## src/design/gtm_pkg.sv

```systemverilog
`timescale 1ns / 1ps
// ----------------------------------------------------------------------------
// gtm_pkg: shared types and constants of the glyph text measure core
// Holds the table entry layout, the search state encoding, the hand-off
// record between the search and the metrics unit, and register indexes.
// ----------------------------------------------------------------------------
package gtm_pkg;

   localparam int CODE_W  = 16;
   localparam int ADV_W   = 16;
   localparam int GIDX_W  = 8;
   localparam int SUM_W   = 20;
   localparam int NLCNT_W = 16;
   localparam int GCNT_W  = 9;
   localparam int FBIX_W  = 8;
   localparam int DIM_W   = 10;
   localparam int CSR_AW  = 2;
   localparam int CSR_DW  = 10;

   localparam logic [CODE_W-1:0]  NEWLINE_CODE = 16'd10;
   localparam logic [SUM_W-1:0]   SUM_MAX      = 20'hFFFFF;
   localparam logic [NLCNT_W-1:0] NLCNT_MAX    = 16'hFFFF;

   // Item kinds carried in the input tuser bit.
   localparam logic ACT_LOAD    = 1'b0;
   localparam logic ACT_MEASURE = 1'b1;

   // Configuration register indexes.
   localparam logic [CSR_AW-1:0] CSR_GLYPH_COUNT    = 2'd0;
   localparam logic [CSR_AW-1:0] CSR_FALLBACK_INDEX = 2'd1;
   localparam logic [CSR_AW-1:0] CSR_FONT_HEIGHT    = 2'd2;
   localparam logic [CSR_AW-1:0] CSR_LINE_SPACING   = 2'd3;

   typedef struct packed {
      logic [ADV_W-1:0]  adv;
      logic [CODE_W-1:0] code;
   } entry_type;

   typedef enum logic [2:0] {
      SRCH_IDLE,
      SRCH_LO,
      SRCH_HI,
      SRCH_MID,
      SRCH_FIN,
      SRCH_FB,
      SRCH_STEP
   } srch_state_type;

   // One finished lookup, handed from the search unit to the metrics unit.
   typedef struct packed {
      logic              valid;
      logic              newline;
      logic              found;
      logic [GIDX_W-1:0] gidx;
      logic [ADV_W-1:0]  adv;
      logic              last;
   } step_type;

   typedef struct packed {
      logic [GIDX_W-1:0] glyph_index;
      logic              glyph_found;
      logic [SUM_W-1:0]  line_width;
      logic [SUM_W-1:0]  max_width;
      logic [SUM_W-1:0]  text_height;
      logic              done_res;
   } result_type;

endpackage

```

## src/design/gtm_metrics.sv

```systemverilog
`timescale 1ns / 1ps
// ----------------------------------------------------------------------------
// gtm_metrics: line and text accumulators with the result register
// Folds each lookup into the running widths and newline count, then forms
// the text height and holds the result beat until it is taken.
// ----------------------------------------------------------------------------
module gtm_metrics
   import gtm_pkg::*;
(
   input  logic             clock,
   input  logic             reset,
   input  logic [DIM_W-1:0] font_height,
   input  logic [DIM_W-1:0] line_spacing,
   input  step_type         step,
   output logic             step_ready,
   output logic             rsp_valid,
   input  logic             rsp_ready,
   output result_type       rsp
);

   logic [SUM_W-1:0]   cur_ff, cur_in;
   logic [SUM_W-1:0]   widest_ff, widest_in;
   logic [NLCNT_W-1:0] nl_ff, nl_in;
   logic               pend_ff, pend_in;
   logic               valid_ff, valid_in;
   logic [GIDX_W-1:0]  gidx_ff, gidx_in;
   logic               found_ff, found_in;
   logic               last_ff, last_in;
   result_type         rsp_ff, rsp_in;

   logic [SUM_W:0]           width_sum;
   logic [DIM_W:0]           pitch;
   logic [NLCNT_W+DIM_W:0]   pitch_total;
   logic [NLCNT_W+DIM_W+1:0] height_raw;
   logic                     slot_free;

   assign step_ready = !pend_ff;
   assign slot_free  = !valid_ff || rsp_ready;

   always_comb begin
      width_sum   = {1'b0, cur_ff} + (SUM_W + 1)'(step.adv);
      pitch       = {1'b0, font_height} + {1'b0, line_spacing};
      pitch_total = (NLCNT_W + DIM_W + 1)'(nl_ff) * (NLCNT_W + DIM_W + 1)'(pitch);
      height_raw  = (NLCNT_W + DIM_W + 2)'(font_height)
                  + (NLCNT_W + DIM_W + 2)'(pitch_total);
   end

   always_comb begin
      cur_in    = cur_ff;
      widest_in = widest_ff;
      nl_in     = nl_ff;
      pend_in   = pend_ff;
      valid_in  = valid_ff;
      gidx_in   = gidx_ff;
      found_in  = found_ff;
      last_in   = last_ff;
      rsp_in    = rsp_ff;

      // A beat taken by the consumer leaves the output register, whatever
      // else happens in this cycle.
      if (rsp_ready) begin
         valid_in = 1'b0;
      end

      if (step.valid && !pend_ff) begin
         // Stage one: fold the character into the running state.
         pend_in  = 1'b1;
         gidx_in  = step.gidx;
         found_in = step.found;
         last_in  = step.last;
         if (step.newline) begin
            if (cur_ff > widest_ff) begin
               widest_in = cur_ff;
            end
            cur_in = '0;
            if (nl_ff != NLCNT_MAX) begin
               nl_in = nl_ff + 1'b1;
            end
         end else begin
            cur_in = width_sum[SUM_W] ? SUM_MAX : width_sum[SUM_W-1:0];
         end
      end else if (pend_ff && slot_free) begin
         // Stage two: form the result beat and close the text if asked.
         pend_in            = 1'b0;
         valid_in           = 1'b1;
         rsp_in.glyph_index = gidx_ff;
         rsp_in.glyph_found = found_ff;
         rsp_in.line_width  = cur_ff;
         rsp_in.max_width   = (cur_ff > widest_ff) ? cur_ff : widest_ff;
         rsp_in.text_height = (height_raw > (NLCNT_W + DIM_W + 2)'(SUM_MAX)) ?
                              SUM_MAX : height_raw[SUM_W-1:0];
         rsp_in.done_res    = last_ff;
         if (last_ff) begin
            cur_in    = '0;
            widest_in = '0;
            nl_in     = '0;
         end
      end
   end

   always_ff @(posedge clock) begin
      if (reset) begin
         cur_ff    <= '0;
         widest_ff <= '0;
         nl_ff     <= '0;
         pend_ff   <= 1'b0;
         valid_ff  <= 1'b0;
      end else begin
         cur_ff    <= cur_in;
         widest_ff <= widest_in;
         nl_ff     <= nl_in;
         pend_ff   <= pend_in;
         valid_ff  <= valid_in;
      end
   end

   always_ff @(posedge clock) begin
      gidx_ff  <= gidx_in;
      found_ff <= found_in;
      last_ff  <= last_in;
      rsp_ff   <= rsp_in;
   end

   assign rsp_valid = valid_ff;
   assign rsp       = rsp_ff;

endmodule
```

## config.mk

```make
export PLATFORM = sky130hd
export DESIGN_NAME = gtm_metrics
export DESIGN_NICKNAME = d
export VERILOG_FILES = /design/src/design/gtm_pkg.sv /design/src/design/gtm_metrics.sv
export SDC_FILE = /design/constraint.sdc
export NUM_CORES = 1
export LEC_CHECK = 0
export CAP_MARGIN = 30
export CORE_UTILIZATION = 25
export CTS_BUF_LIST = sky130_fd_sc_hd__clkbuf_8
export DETAILED_ROUTE_END_ITERATION = 10
export DONT_BUFFER_PORTS = 1
export PLACE_DENSITY = 0.39
export SLEW_MARGIN = 30
export SYNTH_ARGS = -nofsm -noshare
export SYNTH_HDL_FRONTEND = slang
export SYNTH_SLANG_ARGS = --single-unit
```

## constraint.sdc

```tcl
create_clock -name clock -period 8.64 [get_ports clock]
set_input_delay 0 -clock clock [delete_from_list [all_inputs] [get_ports clock]]
set_output_delay 0 -clock clock [all_outputs]
set_load 0.03 [all_outputs]
```

==> run summary <==
The run finished with clean final reports. The synthesized design contains 80 enable-type register cells. The required time at the endpoint of the critical path came out at 8.85 ns.

In this run, the number of DRC markers left after iteration 0 of detailed routing was 441. The data arrival time of the critical path came out at 7.66 ns. The final weighted congestion in routability-driven placement came out at 0.798.

The max-slew violation count came out at 0. The die width is 229 um. Dividing the final minimum period by the clock period gives 0.862. The minimum clock period came out at 7.45 ns.

The number of cells on the worst reg-to-reg path is 18. TritonCTS built the clock tree. For hold timing, the worst endpoint is cur_ff[9]$_SDFFE_PP0P_. The count of final setup violators came out at 0. The number of maximum-capacitance violations came out at 0. The post-route DRC violation count is 0. The fraction of final layout cells with drive strength greater than 1 came out at 0.0648. The worst register-to-register path begins at nl_ff[6]$_SDFFE_PP0P_. By area, the combinational part of the netlist is dominated by adder cells. The via count of the first global-routing pass came out at 9348. The number of antenna violations at the first check in global routing was 0.

For this block, the routed nets add up to 33000 um of wire. Counting instances, the worst hold path has a depth of 4. During synthesis, Yosys emitted a total of 0 warnings. CTS placed an instance of clkbuf_8 at the clock tree root. The post-synthesis cell area came out at 0.0129 mm2.

The latest clock arrival within the worst-skew pair is 0.49 ns. The flip-flop and latch count after synthesis is 138. The synthesized instance count is 1310. The detailed-route via count is 9021. The total overflow left after global routing is 0. The hold violation count in the final report is 0.

The count of H-tree levels built during CTS is 4. The capturing point of the worst reg2reg path is rsp[5]$_SDFFCE_PN1P_. Derived from the worst setup path, the maximum achievable clock frequency is 0.134 GHz. In this run the standard cell core region covers 0.0505 mm2.

STA classifies the critical path startpoint as an input pin. The most used flip-flop cell after synthesis is edfxtp_1. At the end of the flow the core is filled with cells to 0.284. The simple logic cell fraction of the synthesized area came out at 0.142. The largest single stage delay on the critical path is 0.54 ns. The post-route setup TNS came out at 0 ns. In this run, CTS created clock tree buffers numbering 17.

The number of input and output port buffers inserted came out at 0. The proportion of synthesized flip-flops having asynchronous set or reset is 0. The worst setup path is captured at a register. The deepest clock path buffer count came out at 2. The top-level I/O count came out at 123.

The layout-stage area growth over the synthesis result is 11.5%. The highest fanout seen on the critical path came out at 20. The placement row count came out at 82.

Entering global routing, the biggest net connects 49 pins. In this run the tightest slew margin relative to its limit is 0.360. The global-route wire length before repair came out at 53600 um.

Summing all non-filler instances in the final layout gives an area of 0.0143 mm2. The power density of the placed cells is 126 mW/mm2. The instance area after placement is 0.0136 mm2. Once detail routing completed, the nets flagged for antenna violations numbered 0. Of the total synthesized cell area, the portion taken by XOR and XNOR cells is 0.0360. The detailed-route vias per instance came out at 4.51. The global router's overall resource usage is 0.130. The floorplan step defined a die boundary enclosing 0.0523 mm2. Among all stages on the critical path, the largest delay is contributed by fa_1. The count of distinct cell types in the synthesized netlist came out at 74. The clock-pin slew on the worst setup and hold paths is 0.10 ns.

The fraction of the mapped netlist area in compound gates is 0.113. The cell that appears most often on the critical path is fa_1. The average wire length per cell after detail routing came out at 16.5 um.

Across all register-to-register paths, the minimum setup slack is 2.21 ns. The adder-cell share of the synthesized area is 0.332. The standby leakage power is 6.41 nW.

The final net count is 1623. The number of search-and-repair iterations in the first detailed-routing pass came out at 5. The worst setup path is of the input pin to register kind. For the pin with the worst max-slew slack, the measured transition is 0.956 ns. The clock tree skew after final layout came out at 0.0288 ns. The net count after synthesis came out at 1619. The starting utilization of the core area is 0.255.

After filler insertion, the fill cell instance count of the layout stands at 5362. The maximum ir drop on the vdd rail came out at 0.0935 mV. The tightest min-delay check is of the input pin to register type. After synthesis, the share of cell area in mux cells is 0.0198. The height of the die came out at 229 um. The half-perimeter wire length of the detailed placement result came out at 25100 um. The share of the Yosys chip area taken by registers is 0.277. In this run the most critical hold path is launched from step[10]. Setup repair after global routing left no endpoint under its margin. The number of clock sinks is 138. The average cell area after synthesis came out at 9.82 um2.
## placed cells by master, fill, tap and decap left out, types with 22 or more instances in the layout
master / synthesis / layout
inv_1: 216 / 216
nand2_1: 154 / 154
fa_1: 138 / 138
ha_1: 120 / 120
edfxtp_1: 80 / 80
and2_1: 80 / 79
dfxtp_1: 58 / 58
o21ai_0: 50 / 50
a21oi_1: 47 / 47
nor2_1: 43 / 42
xnor2_1: 29 / 25
nand4_1: 24 / 24
dlygate4sd3_1: 0 / 24
a21o_1: 23 / 23
xor2_1: 22 / 22
## how the worst max path moves through the flow
stage | start | end | slack, ns | depth (start not counted)
final | font_height[0] | rsp[5]$_SDFFCE_PN1P_ | 1.19 | 29
after global routing | font_height[0] | rsp[2]$_SDFFCE_PN1P_ | 0.61 | 29
after CTS | font_height[0] | rsp[12]$_SDFFCE_PN1P_ | 1.23 | 28
after detailed placement | font_height[0] | rsp[12]$_SDFFCE_PN1P_ | 0.71 | 28
after global placement | font_height[0] | rsp[12]$_SDFFCE_PN1P_ | 0.83 | 28
after floorplan | font_height[0] | rsp[12]$_SDFFCE_PN1P_ | 1.48 | 28
## cells by family after synthesis
kind of cell / count (synthesis)
AND/OR/NAND/NOR: 366
buffers and inverters: 267
adder cells (fa/ha/maj): 258
AO/OA/AOI/OAI: 206
flip-flops: 138
XOR/XNOR: 52
multiplexers: 23
## worst max-delay path: cells and delay by family
kind            cells  cell delay (ns)
fa+ha+maj           8             3.67
compound gates     11             2.56
simple gates        4             0.68
buf+inv             5             0.40
xor+xnor            1             0.31
## per-layer routing
metal  vias to the layer above  track usage  part of all wire
met5                         -            0                 0
met4                         0       0.0327             0.011
met3                        20       0.0186             0.029
met2                       127        0.214              0.48
met1                      4529        0.180              0.48
li1                       4345            -                 -
## power breakdown
group          leakage, nW  internal, mW  switching [mW]
clock                0.215         0.298           0.323
combinational         4.97         0.133           0.235
sequential            1.22         0.740          0.0729
## flip-flops by register name, indices dropped and copies added, names as in the netlist
signal	count
nl_ff	16
rsp_valid	1
found_ff	1
cur_ff	20
gidx_ff	8
pend_ff	1
last_ff	1
widest_ff	20
rsp	70
## cell type report
| cell class | instances | area [um2] | share of cell area |
|---|---|---|---|
| tap | 672 | 841 | 0.0587 |
| clock inverter | 15 | 203 | 0.0141 |
| timing repair buffer | 36 | 330 | 0.0230 |
| antenna | 1 | 2.50 | 0.000175 |
| inverter | 216 | 811 | 0.0566 |
| clock buffer | 17 | 234 | 0.0163 |
| multi-input combinational | 905 | 8350 | 0.582 |
| sequential | 138 | 3560 | 0.249 |
## cell usage after synthesis (4+ instances only)
cell,n,share of area
a211oi_1,6,0.0035
a21o_1,23,0.013
a21oi_1,47,0.018
a22o_1,21,0.014
a31oi_1,6,0.0029
and2_1,80,0.039
and3_1,5,0.0024
and4_1,4,0.0027
buf_2,4,0.0016
clkbuf_1,40,0.012
dfxtp_1,58,0.090
edfxtp_1,80,0.19
fa_1,138,0.21
ha_1,120,0.12
inv_1,216,0.063
mux2_1,5,0.0044
mux2_2,14,0.012
mux2i_1,4,0.0031
nand2_1,154,0.045
nand2b_1,10,0.0049
nand3_1,11,0.0043
nand4_1,24,0.012
nand4b_1,5,0.0034
nor2_1,43,0.013
nor2b_1,4,0.0019
nor3_1,8,0.0031
o211ai_1,5,0.0029
o21a_1,5,0.0029
o21ai_0,50,0.019
o21ai_1,4,0.0016
o21bai_1,5,0.0029
or3_1,4,0.0019
xnor2_1,29,0.020
xor2_1,22,0.015
## repair_timing
action | in CTS | in global routing
gates resized for setup | 0 | 0
setup buffers | 0 | 0
hold buffers | 24 | 0
hold endpoints to repair | 33 | 0
## metrics by stage
stage / hold WS (ns) / setup WS [ns] / power (mW) / std cells
3_3_place_gp: 0.0741 / 0.825 / 1.19 / 1943
5_1_grt: 0.0320 / 0.612 / 1.90 / 1999
2_1_floorplan: 0.0989 / 1.48 / 1.07 / 1310
4_1_cts: 0.000865 / 1.23 / 1.84 / 1999
6_report: 0.0327 / 1.19 / 1.80 / 2000
3_5_place_dp: 0.0751 / 0.709 / 1.19 / 1943
Power figures use the tool's default switching activity.
