File: src/design/gtm_pkg.sv
`timescale 1ns / 1ps
// ----------------------------------------------------------------------------
// gtm_pkg: shared types and constants of the glyph text measure core
// Holds the table entry layout, the search state encoding, the hand-off
// record between the search and the metrics unit, and register indexes.
// ----------------------------------------------------------------------------
package gtm_pkg;

   localparam int CODE_W  = 16;
   localparam int ADV_W   = 16;
   localparam int GIDX_W  = 8;
   localparam int SUM_W   = 20;
   localparam int NLCNT_W = 16;
   localparam int GCNT_W  = 9;
   localparam int FBIX_W  = 8;
   localparam int DIM_W   = 10;
   localparam int CSR_AW  = 2;
   localparam int CSR_DW  = 10;

   localparam logic [CODE_W-1:0]  NEWLINE_CODE = 16'd10;
   localparam logic [SUM_W-1:0]   SUM_MAX      = 20'hFFFFF;
   localparam logic [NLCNT_W-1:0] NLCNT_MAX    = 16'hFFFF;

   // Item kinds carried in the input tuser bit.
   localparam logic ACT_LOAD    = 1'b0;
   localparam logic ACT_MEASURE = 1'b1;

   // Configuration register indexes.
   localparam logic [CSR_AW-1:0] CSR_GLYPH_COUNT    = 2'd0;
   localparam logic [CSR_AW-1:0] CSR_FALLBACK_INDEX = 2'd1;
   localparam logic [CSR_AW-1:0] CSR_FONT_HEIGHT    = 2'd2;
   localparam logic [CSR_AW-1:0] CSR_LINE_SPACING   = 2'd3;

   typedef struct packed {
      logic [ADV_W-1:0]  adv;
      logic [CODE_W-1:0] code;
   } entry_type;

   typedef enum logic [2:0] {
      SRCH_IDLE,
      SRCH_LO,
      SRCH_HI,
      SRCH_MID,
      SRCH_FIN,
      SRCH_FB,
      SRCH_STEP
   } srch_state_type;

   // One finished lookup, handed from the search unit to the metrics unit.
   typedef struct packed {
      logic              valid;
      logic              newline;
      logic              found;
      logic [GIDX_W-1:0] gidx;
      logic [ADV_W-1:0]  adv;
      logic              last;
   } step_type;

   typedef struct packed {
      logic [GIDX_W-1:0] glyph_index;
      logic              glyph_found;
      logic [SUM_W-1:0]  line_width;
      logic [SUM_W-1:0]  max_width;
      logic [SUM_W-1:0]  text_height;
      logic              done_res;
   } result_type;

endpackage

File: src/design/gtm_search.sv
`timescale 1ns / 1ps
// ----------------------------------------------------------------------------
// gtm_search: item intake and bisection lookup
// Writes load beats into the table and runs one table read per step to
// find a character, falling back to the configured entry on a miss.
// ----------------------------------------------------------------------------
module gtm_search
   import gtm_pkg::*;
#(
   parameter int TABLE_DEPTH = 256
) (
   input  logic                           clock,
   input  logic                           reset,
   input  logic [GCNT_W-1:0]              glyph_count,
   input  logic [FBIX_W-1:0]              fallback_index,
   input  logic                           req_valid,
   output logic                           req_ready,
   input  logic                           req_action,
   input  logic [GIDX_W-1:0]              req_entry_index,
   input  logic [CODE_W-1:0]              req_entry_code,
   input  logic [ADV_W-1:0]               req_entry_advance,
   input  logic [CODE_W-1:0]              req_char_code,
   input  logic                           req_last,
   output logic                           wr_en,
   output logic [$clog2(TABLE_DEPTH)-1:0] wr_addr,
   output entry_type                      wr_data,
   output logic                           rd_en,
   output logic [$clog2(TABLE_DEPTH)-1:0] rd_addr,
   input  entry_type                      rd_data,
   output step_type                       step,
   input  logic                           step_ready
);

   localparam int AW = $clog2(TABLE_DEPTH);
   localparam logic [AW-1:0] LAST_POS = AW'(TABLE_DEPTH - 1);

   srch_state_type    state_ff, state_in;
   logic [CODE_W-1:0] ch_ff, ch_in;
   logic              last_ff, last_in;
   logic              newline_ff, newline_in;
   logic              found_ff, found_in;
   logic [GIDX_W-1:0] pos_ff, pos_in;
   logic [ADV_W-1:0]  adv_ff, adv_in;
   logic [AW-1:0]     lo_ff, lo_in;
   logic [AW-1:0]     hi_ff, hi_in;
   logic [AW-1:0]     mid_ff, mid_in;
   logic [CODE_W-1:0] code_lo_ff, code_lo_in;
   logic [CODE_W-1:0] code_hi_ff, code_hi_in;

   logic [AW-1:0]     hi_init;
   logic [AW-1:0]     lo_n, hi_n, mid_n;
   logic [CODE_W-1:0] clo_n, chi_n;
   logic              below, hit, cont;
   logic              accept;

   // Highest searched position: a count of zero acts as one, and a count
   // beyond the table acts as the table depth.
   always_comb begin
      if (glyph_count == '0) begin
         hi_init = '0;
      end else if (32'(glyph_count) > 32'(TABLE_DEPTH)) begin
         hi_init = LAST_POS;
      end else begin
         hi_init = AW'(glyph_count - 1'b1);
      end
   end

   // Next bisection bounds from the entry just read.
   always_comb begin
      hit   = (rd_data.code == ch_ff);
      below = (rd_data.code < ch_ff);
      if (state_ff == SRCH_HI) begin
         lo_n  = lo_ff;
         hi_n  = hi_ff;
         clo_n = code_lo_ff;
         chi_n = rd_data.code;
      end else begin
         lo_n  = below ? mid_ff : lo_ff;
         hi_n  = below ? hi_ff : mid_ff;
         clo_n = below ? rd_data.code : code_lo_ff;
         chi_n = below ? code_hi_ff : rd_data.code;
      end
      mid_n = lo_n + ((hi_n - lo_n) >> 1);
      cont  = ((hi_n - lo_n) > AW'(1)) && (clo_n < ch_ff) && (chi_n > ch_ff);
   end

   assign accept = req_valid && req_ready;

   always_comb begin
      state_in   = state_ff;
      ch_in      = ch_ff;
      last_in    = last_ff;
      newline_in = newline_ff;
      found_in   = found_ff;
      pos_in     = pos_ff;
      adv_in     = adv_ff;
      lo_in      = lo_ff;
      hi_in      = hi_ff;
      mid_in     = mid_ff;
      code_lo_in = code_lo_ff;
      code_hi_in = code_hi_ff;

      req_ready    = (state_ff == SRCH_IDLE);
      wr_en        = 1'b0;
      wr_addr      = AW'(req_entry_index);
      wr_data.adv  = req_entry_advance;
      wr_data.code = req_entry_code;
      rd_en        = 1'b0;
      rd_addr      = '0;

      step.valid   = (state_ff == SRCH_STEP);
      step.newline = newline_ff;
      step.found   = found_ff;
      step.gidx    = pos_ff;
      step.adv     = adv_ff;
      step.last    = last_ff;

      case (state_ff)
         SRCH_IDLE: begin
            if (accept) begin
               if (req_action == ACT_LOAD) begin
                  wr_en = (32'(req_entry_index) < 32'(TABLE_DEPTH));
               end else begin
                  ch_in    = req_char_code;
                  last_in  = req_last;
                  found_in = 1'b0;
                  pos_in   = '0;
                  adv_in   = '0;
                  lo_in    = '0;
                  hi_in    = hi_init;
                  if (req_char_code == NEWLINE_CODE) begin
                     newline_in = 1'b1;
                     state_in   = SRCH_STEP;
                  end else begin
                     newline_in = 1'b0;
                     rd_en      = 1'b1;
                     rd_addr    = '0;
                     state_in   = SRCH_LO;
                  end
               end
            end
         end
         SRCH_LO: begin
            if (hit) begin
               found_in = 1'b1;
               pos_in   = '0;
               adv_in   = rd_data.adv;
               state_in = SRCH_STEP;
            end else begin
               code_lo_in = rd_data.code;
               rd_en      = 1'b1;
               rd_addr    = hi_ff;
               state_in   = SRCH_HI;
            end
         end
         SRCH_HI: begin
            if (hit) begin
               found_in = 1'b1;
               pos_in   = GIDX_W'(hi_ff);
               adv_in   = rd_data.adv;
               state_in = SRCH_STEP;
            end else begin
               code_hi_in = rd_data.code;
               mid_in     = mid_n;
               rd_en      = 1'b1;
               rd_addr    = mid_n;
               state_in   = cont ? SRCH_MID : SRCH_FIN;
            end
         end
         SRCH_MID: begin
            if (hit) begin
               found_in = 1'b1;
               pos_in   = GIDX_W'(mid_ff);
               adv_in   = rd_data.adv;
               state_in = SRCH_STEP;
            end else begin
               lo_in      = lo_n;
               hi_in      = hi_n;
               code_lo_in = clo_n;
               code_hi_in = chi_n;
               mid_in     = mid_n;
               rd_en      = 1'b1;
               rd_addr    = mid_n;
               state_in   = cont ? SRCH_MID : SRCH_FIN;
            end
         end
         SRCH_FIN: begin
            if (hit) begin
               found_in = 1'b1;
               pos_in   = GIDX_W'(mid_ff);
               adv_in   = rd_data.adv;
               state_in = SRCH_STEP;
            end else begin
               pos_in = fallback_index;
               if (32'(fallback_index) < 32'(TABLE_DEPTH)) begin
                  rd_en    = 1'b1;
                  rd_addr  = AW'(fallback_index);
                  state_in = SRCH_FB;
               end else begin
                  adv_in   = '0;
                  state_in = SRCH_STEP;
               end
            end
         end
         SRCH_FB: begin
            adv_in   = rd_data.adv;
            state_in = SRCH_STEP;
         end
         SRCH_STEP: begin
            if (step_ready) begin
               state_in = SRCH_IDLE;
            end
         end
         default: begin
            state_in = SRCH_IDLE;
         end
      endcase
   end

   always_ff @(posedge clock) begin
      if (reset) begin
         state_ff <= SRCH_IDLE;
      end else begin
         state_ff <= state_in;
      end
   end

   always_ff @(posedge clock) begin
      ch_ff      <= ch_in;
      last_ff    <= last_in;
      newline_ff <= newline_in;
      found_ff   <= found_in;
      pos_ff     <= pos_in;
      adv_ff     <= adv_in;
      lo_ff      <= lo_in;
      hi_ff      <= hi_in;
      mid_ff     <= mid_in;
      code_lo_ff <= code_lo_in;
      code_hi_ff <= code_hi_in;
   end

endmodule

File: config.mk
export PLATFORM = sky130hd
export DESIGN_NAME = gtm_search
export DESIGN_NICKNAME = d
export VERILOG_FILES = /design/src/design/gtm_pkg.sv /design/src/design/gtm_search.sv
export SDC_FILE = /design/constraint.sdc
export NUM_CORES = 1
export LEC_CHECK = 0
export BUFFER_PORTS_ARGS = -buffer_cell sky130_fd_sc_hd__buf_2
export CAP_MARGIN = 20
export CORE_ASPECT_RATIO = 1.2
export CORE_MARGIN = 1
export CORE_UTILIZATION = 40
export CTS_CLUSTER_SIZE = 25
export DETAILED_ROUTE_END_ITERATION = 7
export PLACE_DENSITY = 0.73
export SETUP_SLACK_MARGIN = 0.02
export SKIP_LAST_GASP = 1
export SYNTH_ARGS = -nofsm -noshare
export SYNTH_HDL_FRONTEND = slang
export SYNTH_SLANG_ARGS = --single-unit
File: constraint.sdc
create_clock -name clock -period 6.7 [get_ports clock]
set_input_delay 0.335 -clock clock [delete_from_list [all_inputs] [get_ports clock]]
set_output_delay 0.335 -clock clock [all_outputs]
set_load 0.02 [all_outputs]
==> impl_metrics.json <==
{
  "netlist_instances": 849,
  "start_kind": "flop",
  "vias_per_cell": 5.47,
  "finalSetupViolCount": 0,
  "cts_max_level": 3,
  "dr.pass1.iters": 6,
  "crit_top_cell": "ha_1",
  "crit_buf_inv": 2,
  "cts-buffers-inserted": 9,
  "cts_setup_buffers": 0,
  "crit_required_ns": 6.36,
  "placeableCoreArea_sq_um": 18800,
  "worstMarginPinSlew_ns": 1.04,
  "synth_area_leaders": "edfxtp_1 (39%), ha_1 (9.6%), nand2_1 (7.1%), nor2_1 (5.8%), buf_4 (4.4%)",
  "dp_hpwl_mm": 14.9,
  "layout_common_cells": "nand2_1 (145), nor2_1 (117), buf_2 (109)",
  "power.density_nw_per_um2": 295,
  "finalCriticalPeriod_ns": 5.78,
  "clk_pin_slew_ns": 0.06,
  "cts_hold_buf": 0,
  "cts-root-buf": "clkbuf_16",
  "grtUsageMet1_pct": 23.9,
  "die_w_um": 128,
  "yosys_warnings": 0,
  "busiest_layer": "met2",
  "hold_path_class": "in -> reg",
  "utilization_pct": 44.9,
  "final_common_cell": "nand2_1",
  "synth-edff-count": 99,
  "start_util_pct": 40.8,
  "finalSetupTns_ns": 0,
  "rsz0062_at_grt": "false",
  "grt_pass1_vias": 6134,
  "maxSlewHeadroom_pct": 30.2,
  "die_h_um": 154,
  "nets": 1075,
  "ys_seq_area_share_pct": 39.6,
  "antenna_found_initial": 0,
  "dp.cells": 1149,
  "fin_skew_ns": 0.00898,
  "vdd_ir_drop_max_uv": 127,
  "synth-main-ff-cell": "edfxtp_1",
  "grt_max_degree": 50,
  "cp-end-kind": "output pin",
  "met2_usage_pct": 36.2,
  "grtUsageTotal_pct": 20.2,
  "grt_pass1_wl_mm": 31.2,
  "synthArstFlopShare_pct": 0,
  "diodes": 0,
  "drc": 0,
  "clk_path_buf_depth": 2,
  "finalHoldViolCount": 0,
  "routed_wl_mm": 19.6,
  "synth_cell_type_count": 83,
  "synth_top_cell_by_area": "edfxtp_1",
  "fmax_mhz": 173,
  "ant_nets": 0,
  "drtIter0Drc": 638,
  "worstPathCellList": "inv_1 -> ha_1 -> nand4_2 -> nor4_4 -> o21a_1 -> o21ai_2 -> nand2_1 -> nand2_1 -> ha_1 -> a21oi_2 -> o31ai_1 -> mux2_2 -> or3_1 -> ha_1 -> and2_1 -> nor2_1 -> o21ai_0 -> a222oi_1 -> o211ai_1 -> buf_2",
  "arrival_ns": 5.45,
  "synth_nets": 1019,
  "report.final.slew_viol_count": 0,
  "post-place-ws_ns": 1.22,
  "syn2layout_area_growth_pct": 10.2,
  "stdcell_area_sq_um": 8440,
  "routedWlPerCell_um": 16.8,
  "placed_area_sq_um": 8140,
  "post_cts_resized": 0,
  "outcome": "finished, final reports clean",
  "crit_path_top_delay_cell": "o21a_1",
  "num_rows": 55,
  "grt_use_met3_pct": 2.61,
  "slowest_delay_ns": 0.50,
  "finalCritPeriodShare_pct": 86.3,
  "overflow": 0,
  "cpLargestDelayFamily": "compound AO/OA/AOI/OAI gates",
  "static-leakage-power_uw": 0.00370,
  "clock-sinks": 102,
  "dieArea_sq_um": 19700,
  "clk_latency_ns": 0.34,
  "post_layout_nonfiller_instances": 1166,
  "syn_area_per_cell_sq_um": 9.02,
  "cts_tree": "yes",
  "gp_congestion": 0.926,
  "drive_above_1_share_pct": 17.7,
  "cap_violations": 0,
  "crit_fanout": 12,
  "routed-via-count": 6379,
  "worstSetupPathType": "reg -> out",
  "finalWorstSetupSlack_ns": 0.919,
  "ioPinCount": 190,
  "synth_top_area_share_pct": 38.8,
  "synth_seq_cells": 102,
  "syn-cell-area_sq_um": 7660,
  "port_buffers": 109
}
-- cell families after synthesis --
family / synth area share [%]
buf+inv: 8.48
xor+xnor: 2.74
compound gates: 15.7
fa+ha+maj: 10.0
simple gates: 21.9
flops: 39.6
mux: 1.52
-- final cells by class --
type | instances | area [sq um]
Fill cell | 1780 | 10300
Multi-Input combinational cell | 622 | 3990
Sequential cell | 102 | 3030
Timing Repair Buffer | 118 | 613
Tap cell | 256 | 320
Clock buffer | 11 | 233
Inverter | 52 | 195
Clock inverter | 5 | 57.6
-- flip-flops by register name, summed over array words and instances, names as in the netlist, 3 cells and up, named ones only --
name and cells:
code_hi_ff 16, hi_ff 7, pos_ff 8, state_ff 3, code_lo_ff 16, lo_ff 8
mid_ff 8, ch_ff 16, adv_ff 16
-- routing by layer --
metal	wire [um]	vias to the layer above
li1	-	3101
met5	0	-
met2	10100	201
met4	645	0
met3	997	39
met1	7930	3038
-- final timing paths --
kind	from	endpoint	slack, ns	depth (start not counted)
worst max register to register	ch_ff[6]	state_ff[2]	1.54	22
worst max-delay path	ch_ff[15]	rd_addr[7]	0.92	20
worst min-delay path	req_last	last_ff	0.17	1
worst min register to register	code_lo_ff[0]	code_lo_ff[0]	0.58	2
-- through the flow --
step	hold slack (ns)	total power, uW
after floorplan	0.434	1710
after global placement	0.511	1950
after detailed placement	0.514	1970
after CTS	0.163	2490
after global routing	0.160	2650
final	0.171	2490
-- worst reg2reg max path, stage by stage (launching register included) --
cell and delay, ns:
edfxtp_1 0.37, inv_1 0.11, ha_1 0.28, a41oi_1 0.24, o221a_2 0.27, o21a_2 0.22, nand3_2 0.41, buf_4 0.41
nand2_1 0.10, nand2_1 0.07, ha_1 0.29, nor2b_1 0.14, o21a_1 0.17, o21a_1 0.17, o21a_1 0.16, o21a_1 0.17
o21a_1 0.15, o21ai_0 0.22, nand2b_1 0.10, a221oi_1 0.31, a311oi_1 0.18, a311o_1 0.42, o311ai_1 0.08
-- synthesized netlist by cell type (6+ instances only) --
| master | n |
|---|---|
| nand2b_1 | 9 |
| o211ai_1 | 8 |
| buf_1 | 6 |
| nand3_1 | 12 |
| o21a_1 | 8 |
| clkbuf_1 | 18 |
| xnor2_1 | 13 |
| nand2_1 | 145 |
| and2_1 | 24 |
| nor2_1 | 118 |
| nor4_1 | 8 |
| a21oi_1 | 28 |
| buf_4 | 45 |
| o21ai_0 | 28 |
| nand4_1 | 9 |
| edfxtp_1 | 99 |
| inv_1 | 51 |
| ha_1 | 59 |
| a31oi_1 | 7 |
| a222oi_1 | 8 |
| mux2i_1 | 8 |
| xor2_1 | 11 |
| a21o_1 | 10 |
| nor3_1 | 7 |
-- power by group --
| part | leakage [uW] | switching [uW] | internal (uW) |
|---|---|---|---|
| sequential | 0.000951 | 44.4 | 836 |
| combinational | 0.00262 | 680 | 408 |
| clock | 0.000134 | 235 | 291 |
| total | 0.00370 | 959 | 1530 |
Note: power is estimated with default switching activity, not from simulation.
